File: src/pem_pkg.sv
package pem_pkg;

	// Field and register widths
	localparam int PIXEL_W    = 8;
	localparam int CFG_W      = 11;
	localparam int CFG_IDX_W  = 2;

	// Register indexes of the configuration port
	localparam logic [CFG_IDX_W-1:0] REG_FRAME_WIDTH  = 2'd0;
	localparam logic [CFG_IDX_W-1:0] REG_FRAME_HEIGHT = 2'd1;

	localparam logic [CFG_W-1:0] FRAME_WIDTH_RST  = 11'd640;
	localparam logic [CFG_W-1:0] FRAME_HEIGHT_RST = 11'd480;

	// Gradient datapath: column sums, squares and their sum
	localparam int GSUM_W   = 10;
	localparam int SQ_W     = 20;
	localparam int SQ_SUM_W = 21;

	// Square root unit: 16-bit radicand, 8-bit root, two bits of root per cycle
	localparam int RAD_W           = 16;
	localparam int ROOT_W          = 8;
	localparam int REM_W           = 11;
	localparam int STEPS_PER_CYCLE = 2;
	localparam int ROOT_CYCLES     = ROOT_W / STEPS_PER_CYCLE;
	localparam int STEP_CNT_W      = $clog2(ROOT_CYCLES);

	localparam logic [ROOT_W-1:0] MAG_MAX = 8'd255;

	// Queue depths
	localparam int CMD_DEPTH = 4;
	localparam int RES_DEPTH = 4;

	typedef enum logic {
		KIND_PIXEL = 1'b0,
		KIND_DRAIN = 1'b1
	} kind_t;

	// Command from the front end to the back end
	typedef struct packed {
		kind_t kind;
		logic  first_col;  // column zero: clear the window first
		logic  ge1;        // row above is inside the frame
		logic  ge2;        // row two above is inside the frame
		logic  emit_mid;   // output one column back
		logic  emit_end;   // output at the end of the row above
		logic  last_col;   // last column of the row
	} cmd_t;

	typedef struct packed {
		logic [PIXEL_W-1:0] magnitude;
		logic               end_of_row;
		logic               end_of_frame;
	} res_t;

	typedef enum logic [3:0] {
		ST_IDLE,
		ST_READ,
		ST_SHIFT,
		ST_ZERO,
		ST_GRAD,
		ST_SQUARE,
		ST_START,
		ST_ROOT,
		ST_PUSH
	} back_state_t;

endpackage

File: src/pem_front.sv
module pem_front
	import pem_pkg::*;
#(
	parameter int MAX_WIDTH  = 1024,
	parameter int MAX_HEIGHT = 1024,
	localparam int COL_W     = $clog2(MAX_WIDTH)
) (
	input  logic                 clk,
	input  logic                 arst_n,
	input  logic                 push,
	input  logic                 kind,
	input  logic [PIXEL_W-1:0]   pixel,
	input  logic                 cfg_we,
	input  logic [CFG_IDX_W-1:0] cfg_index,
	input  logic [CFG_W-1:0]     cfg_data,
	input  logic                 cmd_full,
	output logic                 cmd_push,
	output cmd_t                 cmd,
	output logic [COL_W-1:0]     cmd_col,
	output logic [PIXEL_W-1:0]   cmd_pixel
);

	localparam int WCNT_W = $clog2(MAX_WIDTH + 1);
	localparam int ROW_W  = $clog2(MAX_HEIGHT + 1);

	logic [CFG_W-1:0]  frame_width_q;
	logic [CFG_W-1:0]  frame_height_q;
	logic [COL_W-1:0]  col_q;
	logic [ROW_W-1:0]  row_q;
	logic [WCNT_W-1:0] width_eff;
	logic [ROW_W-1:0]  height_eff;
	logic              accept;
	logic              last_col;
	logic              pixel_ok;
	logic              drain_ok;

	// Clamp the frame size into the supported range
	always_comb begin
		if (frame_width_q == '0) begin
			width_eff = WCNT_W'(1);
		end else if (32'(frame_width_q) > 32'(MAX_WIDTH)) begin
			width_eff = WCNT_W'(MAX_WIDTH);
		end else begin
			width_eff = WCNT_W'(frame_width_q);
		end
		if (frame_height_q == '0) begin
			height_eff = ROW_W'(1);
		end else if (32'(frame_height_q) > 32'(MAX_HEIGHT)) begin
			height_eff = ROW_W'(MAX_HEIGHT);
		end else begin
			height_eff = ROW_W'(frame_height_q);
		end
	end

	// Classify the incoming item; ignored items make no command
	assign accept   = push && !cmd_full;
	assign last_col = (WCNT_W'(col_q) == width_eff - WCNT_W'(1));
	assign pixel_ok = (kind == KIND_PIXEL) && (row_q < height_eff);
	assign drain_ok = (kind == KIND_DRAIN) && (row_q >= height_eff);
	assign cmd_push = accept && (pixel_ok || drain_ok);

	always_comb begin
		cmd.kind      = kind_t'(kind);
		cmd.first_col = (col_q == '0);
		cmd.last_col  = last_col;
		if (kind == KIND_PIXEL) begin
			cmd.ge1      = (row_q != '0);
			cmd.ge2      = (row_q >= ROW_W'(2));
			cmd.emit_mid = (row_q != '0) && (col_q != '0);
			cmd.emit_end = (row_q != '0) && last_col;
		end else begin
			cmd.ge1      = 1'b1;
			cmd.ge2      = (height_eff >= ROW_W'(2));
			cmd.emit_mid = 1'b0;
			cmd.emit_end = 1'b0;
		end
	end

	assign cmd_col   = col_q;
	assign cmd_pixel = pixel;

	// Write registers and advance the raster position
	always_ff @(posedge clk or negedge arst_n) begin
		if (!arst_n) begin
			frame_width_q  <= FRAME_WIDTH_RST;
			frame_height_q <= FRAME_HEIGHT_RST;
			col_q          <= '0;
			row_q          <= '0;
		end else if (cfg_we) begin
			case (cfg_index)
				REG_FRAME_WIDTH: begin
					frame_width_q <= cfg_data;
					col_q         <= '0;
					row_q         <= '0;
				end
				REG_FRAME_HEIGHT: begin
					frame_height_q <= cfg_data;
					col_q          <= '0;
					row_q          <= '0;
				end
				default: begin
				end
			endcase
		end else if (accept && pixel_ok) begin
			if (last_col) begin
				col_q <= '0;
				row_q <= row_q + 1'b1;
			end else begin
				col_q <= col_q + 1'b1;
			end
		end else if (accept && drain_ok) begin
			if (last_col) begin
				col_q <= '0;
				row_q <= '0;
			end else begin
				col_q <= col_q + 1'b1;
			end
		end
	end

	a_col_in_row: assert property (@(posedge clk) disable iff (!arst_n)
		WCNT_W'(col_q) < width_eff)
		else $error("column position beyond the row");

	a_row_in_frame: assert property (@(posedge clk) disable iff (!arst_n)
		row_q <= height_eff)
		else $error("row position beyond the frame");

endmodule

File: config.mk
export PLATFORM = sky130hd
export DESIGN_NAME = pem_front
export DESIGN_NICKNAME = d
export VERILOG_FILES = /design/src/pem_pkg.sv /design/src/pem_front.sv
export SDC_FILE = /design/constraint.sdc
export NUM_CORES = 1
export LEC_CHECK = 0
export ABC_CLOCK_PERIOD_IN_PS = 3100
export BUFFER_PORTS_ARGS = -buffer_cell sky130_fd_sc_hd__buf_2
export CAP_MARGIN = 20
export CORE_ASPECT_RATIO = 2
export CORE_MARGIN = 1
export CORE_UTILIZATION = 40
export CTS_CLUSTER_DIAMETER = 150
export CTS_CLUSTER_SIZE = 20
export DETAILED_ROUTE_END_ITERATION = 8
export GPL_ROUTABILITY_DRIVEN = 0
export HOLD_SLACK_MARGIN = 0.06
export PLACE_DENSITY = 0.63
export SYNTH_ARGS = -nofsm -noshare
export SYNTH_HDL_FRONTEND = slang
export SYNTH_SLANG_ARGS = --single-unit
File: constraint.sdc
create_clock -name clk -period 3.1 [get_ports clk]
set_input_delay 0.155 -clock clk [delete_from_list [all_inputs] [get_ports clk]]
set_output_delay 0.155 -clock clk [all_outputs]
set_load 0.02 [all_outputs]
==> flow_summary.yaml <==
grt:
  grt_start_max_net_pins: 44
  grt_pass1_wl_um: 14900
  overflow: 0
  first_global_vias: 3080
  antenna_found_initial: 0
  track_usage: 0.238
logic_synthesis:
  synth_adder_area_share: 0.0670
  post-synth-top-count-cell: "dfrtp_1"
  yosysWarnings: 0
  syn_area_per_cell_um2: 9.02
  synth_top_area_frac: 0.292
  ys_ff_latch: 43
  synth-edff-count: 0
  synth.distinct_cells: 64
  syn_nets: 396
  synthTopCellsByArea: "dfrtp_1 (29%), mux2_2 (7.8%), ha_1 (6.7%), dfstp_2 (5.0%), nor2_1 (3.9%)"
  synth_top_area_cell: "dfrtp_1"
  synth_xor_area_frac: 0.0166
  syn_area_mm2: 0.00317
  synthSimpleGateAreaFrac: 0.244
  synth_compound_area_frac: 0.184
  synth_top_family_by_area: "simple AND/OR/NAND/NOR gates"
  async_flop_share: 1.00
  muxShareOfSynthArea: 0.0812
  synth_ff_type: "dfrtp_1"
  yosys-top-cells-count: "dfrtp_1 (37), nor2_1 (33), nand2_1 (31)"
  ys_seq_area_frac: 0.341
  syn_inst: 352
setup_path:
  worst_setup_path_end_kind: "output port"
  cp.arrival_ns: 3.08
  r2r_cells: 14
  rrSetupSlack_ns: -0.11
  startpoint_type: "flip-flop"
  required_ns: 2.94
  cp_num_buf_inv: 2
  cp_max_fo: 4
  reg2reg_to: "row_q[1]"
  crit_type: "flip-flop to output port"
  critPathSlowestCell: "or4b_4"
  critPathTopFamily: "simple AND/OR/NAND/NOR gates"
  crit_chain: "nor4_4, a31oi_1, nor2_1, inv_1, ha_4, xor2_2, xnor2_1, or4b_4, a22oi_2, o2111a_2, and3b_2, buf_6"
  reg2reg_from: "frame_width_q[4]"
  cp_slowest_stage_delay_ns: 0.50
place:
  placed_cells: 493
  dpl.hpwl_um: 7120
  dp_slack_ns: -0.0681
  io_buffers: 36
  post_dp_cell_area_mm2: 0.00359
timing:
  worstMarginPinSlew_ns: 0.983
  rsz0062_at_grt: "true"
  relSlewSlack: 0.344
  final-setup-viol-count: 18
  worst_slack_ns: -0.138
  finalCriticalPeriod_ns: 3.24
  slew_violations: 0
  clock_skew_ns: 0.00953
  hold_viol: 0
  fin_crit_sh: 1.04
  fmax_mhz: 309
cells_and_area:
  num_antenna_cells: 0
  drive_above_1_share: 0.352
  fin_cells: 512
  syn2layout_area_growth_pct: 24.2
  final_area_mm2: 0.00394
  fill_cells: 754
  fin_nets: 461
clocking:
  clk_pin_slew_worst_paths_ns: 0.06
  clk_latency_ns: 0.29
  postCtsHoldBufs: 0
  htreeDepth: 2
  cts_tree: "yes"
  cts_root_buffer: "clkbuf_16"
  cts.path.max_buffers: 2
  cts_buffers: 5
  clock_sinks: 43
power_and_ir_drop:
  powerDensity_mw_per_mm2: 465
  combPwrFrac: 0.348
  worst_ir_drop_vdd_uv: 394
  p_leak_uw: 0.00185
  pwr-share-seq: 0.373
  p_sw_uw: 594
  p_int_uw: 1240
  swShare: 0.324
  clockPowerShare: 0.279
floorplanning:
  die_x_um: 65.0
  row_count: 45
  io_pins: 53
  dieArea_mm2: 0.00832
  fp.coreArea_mm2: 0.00766
  die_h_um: 128
  initial_core_util: 0.415
detailed_routing:
  route.detailed.drc: 0
  avgViaCountPerCell: 5.88
  drtPass1Iterations: 4
  vias: 3012
  wire_per_inst_um: 18.1
  antenna_left: 0
  wl_um: 9280
  drt-initial-drc-count: 181
status:
  violations: "negative setup slack"
  outcome: "finished, violations left"
worst_hold_path:
  hold_path_class: "input port to async pin"
run:
  drv_cap: 0
==> power by group through the flow <==
stage | Combinational [uW] | Sequential [uW] | Clock [uW]
floorplan | 362 | 691 | 0
global placement | 550 | 688 | 0
detailed placement | 563 | 691 | 0
CTS | 598 | 681 | 518
global route | 696 | 691 | 542
finish | 637 | 683 | 511
==> routing by layer <==
layer / vias up / track usage / wire length (um)
li1: 1419 / - / -
met1: 1468 / 0.224 / 3190
met2: 88 / 0.447 / 5220
met3: 37 / 0.0258 / 285
met4: 0 / 0.187 / 584
met5: - / 0 / 0
==> cells by family after synthesis <==
logic type | count (synthesis)
muxes | 23
DFF | 43
adders and majority gates | 17
xor gates and xnor gates | 6
buffers and inverters | 42
and+or+nand+nor | 146
AOI/OAI and AO/OA | 75
==> worst register-to-register path, cell delays in order, from the launching register on <==
cell and delay, ns:
dfrtp_1 0.41, nor4_4 0.33, a31oi_1 0.14, nor2_1 0.11, inv_1 0.07, ha_4 0.18
xor2_2 0.17, xnor2_1 0.19, or4b_4 0.50, buf_4 0.15, a22oi_2 0.16, nand4_1 0.22
buf_4 0.23, o211ai_1 0.15, nand2_1 0.09
==> repair_timing <==
| action | CTS | global route |
|---|---|---|
| pin swaps | 7 | 11 |
| cloned | 1 | 0 |
| resized for setup | 7 | 29 |
| endpoints found under the hold margin | 0 | 0 |
| setup endpoints to repair | 11 | 24 |
| setup buffers | 6 | 6 |
==> registers in the layout (all words and copies together), names as in the netlist <==
| signal | cells |
|---|---|
| frame_width_q | 11 |
| cmd_col | 10 |
| row_q | 11 |
| frame_height_q | 11 |
==> cells in the final DEF, fill, tap and decap left out, types with 8 or more instances in the layout <==
cell / Yosys / layout
a221o_1: 8 / 8
and3_1: 9 / 9
buf_2: 1 / 34
buf_4: 10 / 41
dfrtp_1: 37 / 37
ha_1: 17 / 16
inv_1: 19 / 19
mux2_2: 22 / 21
nand2_1: 31 / 29
nand3_1: 18 / 18
nor2_1: 33 / 33
o21ai_0: 15 / 9
==> worst max-delay path by stage <==
stage                     start       end  slack (ns)  depth (start not counted)
5_1_grt        frame_width_q[4]    cmd[1]       -0.27                         12
6_report       frame_width_q[4]    cmd[1]       -0.14                         12
3_5_place_dp   frame_width_q[5]  row_q[8]       -0.07                         12
2_1_floorplan  frame_width_q[5]  row_q[2]       -0.12                         14
3_3_place_gp   frame_width_q[5]  row_q[5]        0.02                         12
4_1_cts        frame_width_q[5]    cmd[1]       -0.17                         12
==> metrics by stage <==
| stage | util | power (uW) | setup TNS [ns] | hold slack, ns |
|---|---|---|---|---|
| floorplan | - | 1050 | -1.16 | -0.141 |
| CTS | 0.497 | 1800 | -0.933 | 0.0698 |
| global route | 0.515 | 1930 | -3.87 | 0.0998 |
| finish | 0.515 | 1830 | -1.27 | 0.0245 |
| global placement | 0.468 | 1240 | 0 | 0.310 |
| detailed placement | 0.468 | 1250 | -0.436 | 0.310 |
==> area by class of cell <==
cell class / count / area, um2 / share of cell area
clock buffers: 8 / 136 / 0.0346
well taps: 94 / 118 / 0.0298
inverters: 20 / 75.1 / 0.0190
multi-input cells: 267 / 1990 / 0.506
flip-flops and latches: 43 / 1080 / 0.275
repair buffers: 80 / 534 / 0.136
Note: power is estimated with default switching activity, not from simulation.
