==> src/pem_pkg.sv <==
package pem_pkg;

	// Field and register widths
	localparam int PIXEL_W    = 8;
	localparam int CFG_W      = 11;
	localparam int CFG_IDX_W  = 2;

	// Register indexes of the configuration port
	localparam logic [CFG_IDX_W-1:0] REG_FRAME_WIDTH  = 2'd0;
	localparam logic [CFG_IDX_W-1:0] REG_FRAME_HEIGHT = 2'd1;

	localparam logic [CFG_W-1:0] FRAME_WIDTH_RST  = 11'd640;
	localparam logic [CFG_W-1:0] FRAME_HEIGHT_RST = 11'd480;

	// Gradient datapath: column sums, squares and their sum
	localparam int GSUM_W   = 10;
	localparam int SQ_W     = 20;
	localparam int SQ_SUM_W = 21;

	// Square root unit: 16-bit radicand, 8-bit root, two bits of root per cycle
	localparam int RAD_W           = 16;
	localparam int ROOT_W          = 8;
	localparam int REM_W           = 11;
	localparam int STEPS_PER_CYCLE = 2;
	localparam int ROOT_CYCLES     = ROOT_W / STEPS_PER_CYCLE;
	localparam int STEP_CNT_W      = $clog2(ROOT_CYCLES);

	localparam logic [ROOT_W-1:0] MAG_MAX = 8'd255;

	// Queue depths
	localparam int CMD_DEPTH = 4;
	localparam int RES_DEPTH = 4;

	typedef enum logic {
		KIND_PIXEL = 1'b0,
		KIND_DRAIN = 1'b1
	} kind_t;

	// Command from the front end to the back end
	typedef struct packed {
		kind_t kind;
		logic  first_col;  // column zero: clear the window first
		logic  ge1;        // row above is inside the frame
		logic  ge2;        // row two above is inside the frame
		logic  emit_mid;   // output one column back
		logic  emit_end;   // output at the end of the row above
		logic  last_col;   // last column of the row
	} cmd_t;

	typedef struct packed {
		logic [PIXEL_W-1:0] magnitude;
		logic               end_of_row;
		logic               end_of_frame;
	} res_t;

	typedef enum logic [3:0] {
		ST_IDLE,
		ST_READ,
		ST_SHIFT,
		ST_ZERO,
		ST_GRAD,
		ST_SQUARE,
		ST_START,
		ST_ROOT,
		ST_PUSH
	} back_state_t;

endpackage

==> src/pem_fifo.sv <==
module pem_fifo
	import pem_pkg::*;
#(
	parameter int WIDTH = 8,
	parameter int DEPTH = 4
) (
	input  logic             clk,
	input  logic             arst_n,
	input  logic             push,
	input  logic [WIDTH-1:0] din,
	output logic             full,
	input  logic             pop,
	output logic [WIDTH-1:0] dout,
	output logic             empty
);

	localparam int PTR_W = (DEPTH > 1) ? $clog2(DEPTH) : 1;
	localparam int CNT_W = $clog2(DEPTH + 1);

	logic [WIDTH-1:0] mem_q [DEPTH];
	logic [PTR_W-1:0] wr_ptr_q;
	logic [PTR_W-1:0] rd_ptr_q;
	logic [CNT_W-1:0] count_q;
	logic             do_push;
	logic             do_pop;

	assign full    = (count_q == CNT_W'(DEPTH));
	assign empty   = (count_q == '0);
	assign do_push = push && !full;
	assign do_pop  = pop && !empty;
	assign dout    = mem_q[rd_ptr_q];

	// Advance pointers and occupancy
	always_ff @(posedge clk or negedge arst_n) begin
		if (!arst_n) begin
			wr_ptr_q <= '0;
			rd_ptr_q <= '0;
			count_q  <= '0;
		end else begin
			if (do_push) begin
				wr_ptr_q <= (wr_ptr_q == PTR_W'(DEPTH - 1)) ? '0 : wr_ptr_q + 1'b1;
			end
			if (do_pop) begin
				rd_ptr_q <= (rd_ptr_q == PTR_W'(DEPTH - 1)) ? '0 : rd_ptr_q + 1'b1;
			end
			if (do_push && !do_pop) begin
				count_q <= count_q + 1'b1;
			end else if (do_pop && !do_push) begin
				count_q <= count_q - 1'b1;
			end
		end
	end

	// Store entries
	always_ff @(posedge clk) begin
		if (do_push) begin
			mem_q[wr_ptr_q] <= din;
		end
	end

endmodule

==> config.mk <==
export PLATFORM = sky130hd
export DESIGN_NAME = pem_fifo
export DESIGN_NICKNAME = d
export VERILOG_FILES = /design/src/pem_pkg.sv /design/src/pem_fifo.sv
export SDC_FILE = /design/constraint.sdc
export NUM_CORES = 1
export LEC_CHECK = 0
export ABC_AREA = 1
export BUFFER_PORTS_ARGS = -buffer_cell sky130_fd_sc_hd__buf_2
export CAP_MARGIN = 15
export CORE_ASPECT_RATIO = 0.7
export CORE_MARGIN = 2
export CORE_UTILIZATION = 56
export CTS_CLUSTER_DIAMETER = 60
export DETAILED_ROUTE_END_ITERATION = 8
export MAX_ROUTING_LAYER = met4
export PLACE_DENSITY = 0.77
export SYNTH_ARGS = -nofsm -noshare
export SYNTH_HDL_FRONTEND = slang
export SYNTH_SLANG_ARGS = --single-unit
==> constraint.sdc <==
create_clock -name clk -period 2 [get_ports clk]
set_input_delay 0.1 -clock clk [delete_from_list [all_inputs] [get_ports clk]]
set_output_delay 0.1 -clock clk [all_outputs]
set_load 0.03 [all_outputs]
==> results of run 1 <==
==> per-stage QoR <==
step | power [uW] | instances
floorplan | 2230 | 154
global placement | 2470 | 211
detailed placement | 2550 | 211
CTS | 3320 | 220
global route | 3530 | 221
finish | 3320 | 221
==> critical path: cells and delay by family, from the launching register on <==
| family | cells | cell delay [ns] |
|---|---|---|
| fa+ha+maj | 2 | 0.58 |
| buf+inv | 2 | 0.20 |
| flops | 1 | 0.42 |
| simple gates | 6 | 0.59 |
==> how the worst max path moves through the flow <==
stage	endpoint	slack, ns	cells past startpoint	start
finish	count_q[2]	0.10	10	count_q[1]
global placement	count_q[1]	0.24	9	count_q[0]
CTS	count_q[1]	0.07	9	count_q[1]
global route	count_q[2]	0.03	10	count_q[1]
detailed placement	count_q[2]	0.12	11	count_q[0]
floorplan	count_q[1]	0.31	9	count_q[0]
==> report_power, final <==
group          switching, uW  total (uW)  internal, uW
Clock                    271         768           497
Sequential               166        1260          1090
Combinational            853        1300           447
Total                   1290        3320          2030
==> flip-flops by register name (all words and copies together) (netlist names) <==
signal    flops
count_q       3
wr_ptr_q      2
rd_ptr_q      2
mem_q        32
==> layout make-up <==
cell class | instances | area share [%]
Clock buffer | 5 | 3.34
Inverter | 32 | 5.83
Timing Repair Buffer | 28 | 8.37
Sequential cell | 39 | 55.1
Multi-Input combinational cell | 78 | 21.9
Clock inverter | 3 | 3.28
Tap cell | 36 | 2.18
==> routing by layer <==
layer / up-vias / share of wire, % / wire length (um) / global-route usage [%]
met3: 5 / 5.2 / 156 / 5.52
met4: 0 / 1.1 / 32 / 4.72
met5: - / 0 / 0 / -
li1: 566 / - / - / -
met1: 528 / 44 / 1330 / 24.3
met2: 34 / 49 / 1490 / 31.3
==> synthesized netlist by cell type <==
cell type	instances
xnor2_1	1
o211ai_2	1
fa_1	1
o211ai_1	15
buf_6	5
edfxtp_1	32
inv_2	1
o21ai_0	1
dfrtp_1	7
nand2_2	1
ha_1	6
inv_1	31
nand2_1	38
nand4_1	1
nand3_1	7
nor2_1	6
==> kinds of logic (layout without fill, tap and decap cells) <==
kind of cell	count (synthesis)	in the layout	share of synthesized area [%]
AO/OA/AOI/OAI	17	17	7.40
XOR/XNOR	1	1	0.498
adder cells (fa/ha/maj)	7	7	5.41
buffers and inverters	37	68	10.0
flip-flops	39	39	64.6
AND/OR/NAND/NOR	53	53	12.1
==> timing repair <==
| item | in CTS | in global routing |
|---|---|---|
| hold endpoints to repair | 7 | 0 |
| buffers inserted | 0 | 1 |
| endpoints found under the setup margin | 0 | 2 |
| resized for setup | 0 | 1 |
| hold buffers | 1 | 0 |
==> reports/results.ini, run 1 <==
[layout]
nFillCells=214
areaGrowthSynthToFinish_pct=17.2
multi_input_area_um2=452
final_cell_mix=nand2_1 (38), edfxtp_1 (32), inv_1 (31)
regArea_um2=1140
final_common_cell=nand2_1
fin_nets=203
drive_gt1_share_pct=21.1
antenna_cells=0
fin_util_pct=71.5
design_area_um2=2060

[power]
ir_drop_v=0.000810
power.density_nw_per_um2=1610
leakage_uw=0.000935

[critical_path]
timing.rr.start=count_q[1]
max_stage_delay_ns=0.42
critPathMostFrequentCell=nand2_1
crit_chain=inv_1, nand3_1, nand2_1, ha_1, inv_1, fa_1, nand2_1, nand3_1, nand2_1, nand2_1
crit_fanout=4
worstPathRequired_ns=2.19
rrSetupSlack_ns=0.10
crit_type=reg2reg
r2r_end=count_q[2]
critPathSlowestCell=dfrtp_1
startpoint_type=register
crit_arrival_ns=2.08
crit_path_end_kind=register
reg2reg_depth=10

[timing]
setup_ws_ns=0.103
hold_ws_ns=0.0176
rsz0062_at_grt=no
hold_viol=0
max_slew_margin_pct=71.0
finalCritPeriodShare_pct=94.9
min_period_ns=1.90
fin_skew_ns=0.00743
fmax_ghz=0.527
finalSetupTns_ns=0
setup_viol=0
finalMaxSlewViolations=0
worst_pin_slew_ns=0.435

[synth]
synth_cell_types=16
ys.warnings.count=0
yosysTopAreaCellShare_pct=54.6
synth_area_leaders=edfxtp_1 (55%), dfrtp_1 (10%), nand2_1 (8.1%)
syn-num-nets=173
synth-seq-area-share_pct=64.6
avgSynthCellArea_um2=11.4
synth_top_area_cell=edfxtp_1
ys_seq_elements=39
netlist_area_um2=1760
syn_inst=154

[cts]
htreeDepth=2
clockRootBuffer=clkbuf_8
insertion_delay_ns=0.29
clockBufferDepth=2
clk_pin_slew_ns=0.08
tritoncts=done
cts.sinks=39
cts_buffers=5

[global_routing]
grt_pass1_wl_um=4840
grt_usage_pct=19.2
antenna_found_initial=0
grt_pass1_vias=1039
grt_max_degree=24
overflow=0

[placement]
port_buffers=21
gp_congestion=0.740
dp_slack_ns=0.120
post-dp-hpwl_um=2100
place_area_um2=1900

[min_path]
hp-class=in2reg
worstHoldEndpoint=mem_q[1][6]
hold_depth=1
hp-start=din[6]

[floorplanning]
ios=22
start_util_pct=61.0
dieArea_um2=3610
die_y_um=50.9
rows=16
core_um2=2880
die_x_um=71.0

[route]
vias_per_cell=5.13
drt_iter0_markers=93
drc_errors=0
wl_per_cell_um=13.6
ant_nets=0
dr.pass1.iters=4
wl_um=3010
num_vias=1133

[flow_run]
maxCapViolations=0

[status]
outcome=finished, final reports clean

Note: power is estimated with default switching activity, not from simulation.
==> run 2: changes to the inputs <==
--- a/config.mk
+++ b/config.mk
@@ -9,7 +9,6 @@
 export BUFFER_PORTS_ARGS = -buffer_cell sky130_fd_sc_hd__buf_2
 export CAP_MARGIN = 15
 export CORE_ASPECT_RATIO = 0.7
-export CORE_MARGIN = 2
 export CORE_UTILIZATION = 56
 export CTS_CLUSTER_DIAMETER = 60
 export DETAILED_ROUTE_END_ITERATION = 8
==> reports/results.ini, run 2 (same netlist as run 1, synthesis figures left out) <==
[placement]
place_area_um2=1890  ; -0.66%
post-dp-hpwl_um=1880  ; -10%
dp_slack_ns=0.144  ; +0.0238 ns
port_buffers=21  ; unchanged
gp_congestion=0.759  ; +2.5%

[cts]
clockBufferDepth=2  ; unchanged
clk_pin_slew_ns=0.07  ; about the same
tritoncts=done
insertion_delay_ns=0.29  ; about the same
cts_buffers=5  ; unchanged
clockRootBuffer=clkbuf_8
htreeDepth=2  ; unchanged
cts_resized=0  ; unchanged
cts.sinks=39  ; unchanged

[min_path]
hp-start=din[4]
hp-class=in2reg

[route]
dr.pass1.iters=4  ; unchanged
wl_per_cell_um=12.3  ; -9.4%
vias_per_cell=5.10  ; -0.62%
ant_nets=0  ; unchanged
num_vias=1126  ; -0.62%
wl_um=2730  ; -9.4%
drc_errors=0  ; unchanged
drt_iter0_markers=69  ; -26%

[layout]
areaGrowthSynthToFinish_pct=13.1
final_cell_mix=nand2_1 (38), edfxtp_1 (32), inv_1 (31)
final_common_cell=nand2_1
nFillCells=228  ; +6.5%
fin_nets=203  ; unchanged
antenna_cells=0  ; unchanged
top_register=mem_q
drive_gt1_share_pct=19.5  ; -1.6 points
largest_registers=mem_q x32, count_q x3
largest_register_ffs=32  ; unchanged
design_area_um2=1990  ; -3.5%

[timing]
rsz0062_at_grt=no
finalCritPeriodShare_pct=90.4  ; -4.5 points
setup_ws_ns=0.192  ; +0.0892 ns
max_slew_margin_pct=71.1  ; +0.099 points
fin_skew_ns=0.00403  ; -0.00340 ns
hold_viol=0  ; unchanged
fmax_ghz=0.553  ; +4.9%
finalMaxSlewViolations=0  ; unchanged
finalSetupTns_ns=0  ; unchanged
setup_viol=0  ; unchanged
hold_ws_ns=0.0249  ; +0.00735 ns
min_period_ns=1.81  ; -0.0892 ns
worst_pin_slew_ns=0.434  ; -0.00149 ns

[global_routing]
grt_pass1_wl_um=4510  ; -7.0%
overflow=0  ; unchanged
antenna_found_initial=0  ; unchanged
grt_usage_pct=19.9  ; +0.69 points
grt_pass1_vias=1014  ; -2.4%
grt_max_degree=36  ; +50%

[status]
outcome=finished, final reports clean

[critical_path]
crit_path_end_kind=register
startpoint_type=register
crit_type=reg2reg
worstPathRequired_ns=2.19  ; about the same
crit_chain=inv_2, nand3_1, nand2_1, ha_1, inv_1, fa_1, nand2_1, nand3_1, nand2_1, nand2_1
max_stage_delay_ns=0.44  ; +0.02 ns
critPathMostFrequentCell=nand2_1
crit_fanout=4  ; unchanged
startpoint=count_q[0]
crit_arrival_ns=1.99  ; -0.09 ns
timing.rr.start=count_q[0]
critPathSlowestCell=dfrtp_1

[floorplanning]
dieArea_um2=3370  ; -6.6%
die_y_um=48.9  ; -3.9%
die_x_um=69.0  ; -2.8%
ios=22  ; unchanged
core_um2=2880  ; unchanged
rows=16  ; unchanged
start_util_pct=61.0  ; unchanged

[power]
ir_drop_v=0.000757  ; -6.6%
power.density_nw_per_um2=1500  ; -7.2%
leakage_uw=0.000908  ; -2.9%

[flow_run]
maxCapViolations=0  ; unchanged

==> run 2: final cells by class <==
type	instances	area, um2	share of cell area, %
flip-flops and latches	39	1140	57.1
multi-input cells	78	447	22.5
repair buffers	28	160	8.05
inverters	32	120	6.04
clock buffers	7	76.3	3.84
well taps	36	45.0	2.26
clock inverters	1	5.00	0.252
==> run 2: through the flow <==
step	util (%)	power, uW	cells
after global placement	65.6	2440	211
after floorplan	-	2230	154
after detailed placement	65.6	2500	211
final	69.0	2980	221
after global routing	69.0	3200	221
after CTS	68.8	3000	220
==> run 2: power by group <==
group	total [uW]	switching (uW)	internal [uW]
Sequential	1210	123	1090
Clock	493	249	244
Combinational	1270	850	420
==> run 2: metal layers <==
metal	routed length [um]	GRT usage [%]	vias to the layer above	part of all wire, %
met4	31	7.14	0	1.1
met5	0	-	-	0
met2	1390	30.4	19	51
met1	1200	25.3	536	44
met3	105	5.61	5	3.9
li1	-	-	566	-
==> run 2: critical path, delay by kind of cell (launching register included) <==
kind                       cells  cell delay (ns)
adders and majority gates      2             0.56
buffers and inverters          2             0.15
and+or+nand+nor                6             0.56
DFF                            1             0.44
==> run 2: final timing paths <==
check,slack [ns],depth (start not counted),endpoint
setup / recovery,0.19,10,count_q[2]
hold / removal,0.02,1,mem_q[0][4]
setup reg to reg,0.19,10,count_q[2]
hold reg to reg,0.52,2,count_q[2]
max in group asynchronous,1.65,2,wr_ptr_q[0]
min in group asynchronous,0.18,2,count_q[0]
==> run 2: timing repair <==
item	in CTS	in global routing
setup endpoints to repair	0	2
setup buffers	0	1
hold buffers	1	0
endpoints found under the hold margin	7	0
==> run 3: changes to the inputs <==
--- a/config.mk
+++ b/config.mk
@@ -13,7 +13,8 @@
 export CTS_CLUSTER_DIAMETER = 60
 export DETAILED_ROUTE_END_ITERATION = 8
 export MAX_ROUTING_LAYER = met4
-export PLACE_DENSITY = 0.77
+export PLACE_DENSITY = 0.82
+export RECOVER_POWER = 50
 export SYNTH_ARGS = -nofsm -noshare
 export SYNTH_HDL_FRONTEND = slang
 export SYNTH_SLANG_ARGS = --single-unit
==> reports/results.ini, run 3 (same netlist as run 1, synthesis figures left out) <==
[route]
dr.pass1.iters=4  ; unchanged
routed.top_layer=met4
drc_errors=0  ; unchanged
met2_length_um=1440  ; +4.0%
num_vias=1149  ; +2.0%
vias_per_cell=5.20  ; +2.0%
wl_um=2990  ; +9.6%
dr_wl_met3_um=118  ; +12%
drt_iter0_markers=46  ; -33%
wl_per_cell_um=13.5  ; +9.6%
wl_met1_um=1370  ; +14%
ant_nets=0  ; unchanged

[critical_path]
cp.buffers_inverters=2  ; unchanged
crit_type=reg2reg
cp_top_family=simple AND/OR/NAND/NOR gates
worstPathRequired_ns=2.18  ; about the same
crit_path_end_kind=register
crit_chain=inv_1, nand3_1, nand2_1, ha_1, inv_1, fa_1, nand2_1, nand3_1, nand2_1, nand2_1
crit_fanout=4  ; unchanged
max_stage_delay_ns=0.41  ; -0.03 ns
critPathMostFrequentCell=nand2_1
critPathSlowestCell=dfrtp_1
startpoint_type=register
crit_arrival_ns=2.05  ; +0.06 ns

[layout]
final_cell_mix=nand2_1 (38), edfxtp_1 (32), inv_1 (31)
antenna_cells=0  ; unchanged
drive_gt1_share_pct=15.7  ; -3.8 points
areaGrowthSynthToFinish_pct=12.9
fin_nets=203  ; unchanged
top_register=mem_q
instances_no_fill=221  ; unchanged
largest_registers=mem_q x32, count_q x3
nFillCells=219  ; -3.9%
final_common_cell=nand2_1
largest_register_ffs=32  ; unchanged

[global_routing]
antenna_found_initial=0  ; unchanged
grt_usage_pct=21.2  ; +1.3 points
grt_pass1_vias=1083  ; +6.8%
grt_pass1_wl_um=4780  ; +6.1%
grt_max_degree=36  ; unchanged
overflow=0  ; unchanged

[floorplanning]
start_util_pct=61.0  ; unchanged
core_um2=2880  ; unchanged
dieArea_um2=3370  ; unchanged
die_x_um=69.0  ; unchanged
ios=22  ; unchanged
rows=16  ; unchanged
die_y_um=48.9  ; unchanged

[power]
total_power_uw=3050  ; +2.5%
internal_power_uw=1790  ; +2.0%
leakage_uw=0.000888  ; -2.2%
p_sw_uw=1260  ; +3.2%
ir_drop_v=0.00100  ; +33%
combPwrFrac_pct=43.3  ; +0.6 points
seqPwrFrac_pct=39.1  ; -1.7 points
sw_frac_of_total_pct=41.3  ; +0.27 points
power_frac_clock_pct=17.6  ; +1.0 points
power.density_nw_per_um2=1540  ; +2.6%

[timing]
setup_viol=0  ; unchanged
finalCritPeriodShare_pct=93.6  ; +3.2 points
fin_skew_ns=0.00565  ; +0.00161 ns
finalSetupTns_ns=0  ; unchanged
max_slew_margin_pct=56.3  ; -15 points
fmax_ghz=0.534  ; -3.4%
setup_ws_ns=0.129  ; -0.0633 ns
rsz0062_at_grt=no
hold_viol=0  ; unchanged
worst_pin_slew_ns=0.656  ; +0.222 ns
finalMaxSlewViolations=0  ; unchanged
min_period_ns=1.87  ; +0.0633 ns

[cts]
tritoncts=done
clockBufferDepth=2  ; unchanged
clk_pin_slew_ns=0.07  ; about the same
postCtsSetupRepairBufs=0  ; unchanged
clockRootBuffer=clkbuf_8
insertion_delay_ns=0.29  ; about the same
htreeDepth=2  ; unchanged
cts.sinks=39  ; unchanged
cts_buffers=5  ; unchanged

[placement]
dp_slack_ns=0.144  ; -0.000199 ns
post-dp-hpwl_um=2100  ; +11%
port_buffers=21  ; unchanged
dpl.cell_count=212  ; +0.47%
gp_congestion=0.808  ; +6.5%

[min_path]
hp-class=in2reg

[status]
outcome=finished, final reports clean

[flow_run]
maxCapViolations=0  ; unchanged

-- run 3: changes by cell type in the layout (fill, tap and decap cells not counted), sizes merged --
cell	change
clkbuf	+10
buf	-10
-- run 3: through the flow --
stage          instance area, um2  utilization, %  hold WS, ns
3_3_place_gp                 1900            65.8      -0.0589
6_report                     1990            68.9       0.0592
5_1_grt                      1990            68.9       0.0872
3_5_place_dp                 1900            65.8      -0.0574
2_1_floorplan                1760               -       -0.196
4_1_cts                      2000            69.4       0.0111
-- run 3: path summary, 6_finish.rpt --
kind	start	endpoint	slack, ns	cells past startpoint
min in group asynchronous	arst_n	wr_ptr_q[0]	0.24	2
max reg2reg	count_q[1]	count_q[2]	0.13	10
min reg2reg	count_q[2]	count_q[2]	0.52	2
max	count_q[1]	count_q[2]	0.13	10
min	din[5]	mem_q[0][5]	0.06	1
max in group asynchronous	arst_n	count_q[0]	1.46	2
-- run 3: power by group through the flow --
stage	sequential [uW]	clock, uW	combinational (uW)
after global placement	1190	0	1270
after global routing	1210	573	1470
after detailed placement	1200	0	1340
after CTS	1190	545	1340
after floorplan	1180	0	1050
final	1190	536	1320
-- run 3: worst reg2reg max path, cell delays in order, from the launching register on --
cell and delay [ns]:
dfrtp_1 0.41, inv_1 0.11, nand3_1 0.15, nand2_1 0.16, ha_1 0.18, inv_1 0.06
fa_1 0.39, nand2_1 0.11, nand3_1 0.08, nand2_1 0.06, nand2_1 0.04
-- run 3: final cells by class --
cell class / instances / area (um2) / area share [%]
clock buffers: 7 / 86.3 / 4.35
clock inverters: 1 / 5.00 / 0.252
inverters: 32 / 120 / 6.05
multi-input cells: 78 / 447 / 22.5
flip-flops and latches: 39 / 1140 / 57.2
well taps: 36 / 45.0 / 2.27
repair buffers: 28 / 146 / 7.37
-- run 3: what timing repair did --
action                                  in CTS  in global routing
endpoints found under the setup margin       0                  1
hold buffers                                 1                  0
gates resized for setup                      0                  1
hold endpoints to repair                     7                  0
-- run 3: layer usage --
layer,vias to the layer above,track usage [%]
met4,0,10.5
met5,-,-
met2,25,33.2
met1,551,25.0
met3,8,5.61
li1,565,-
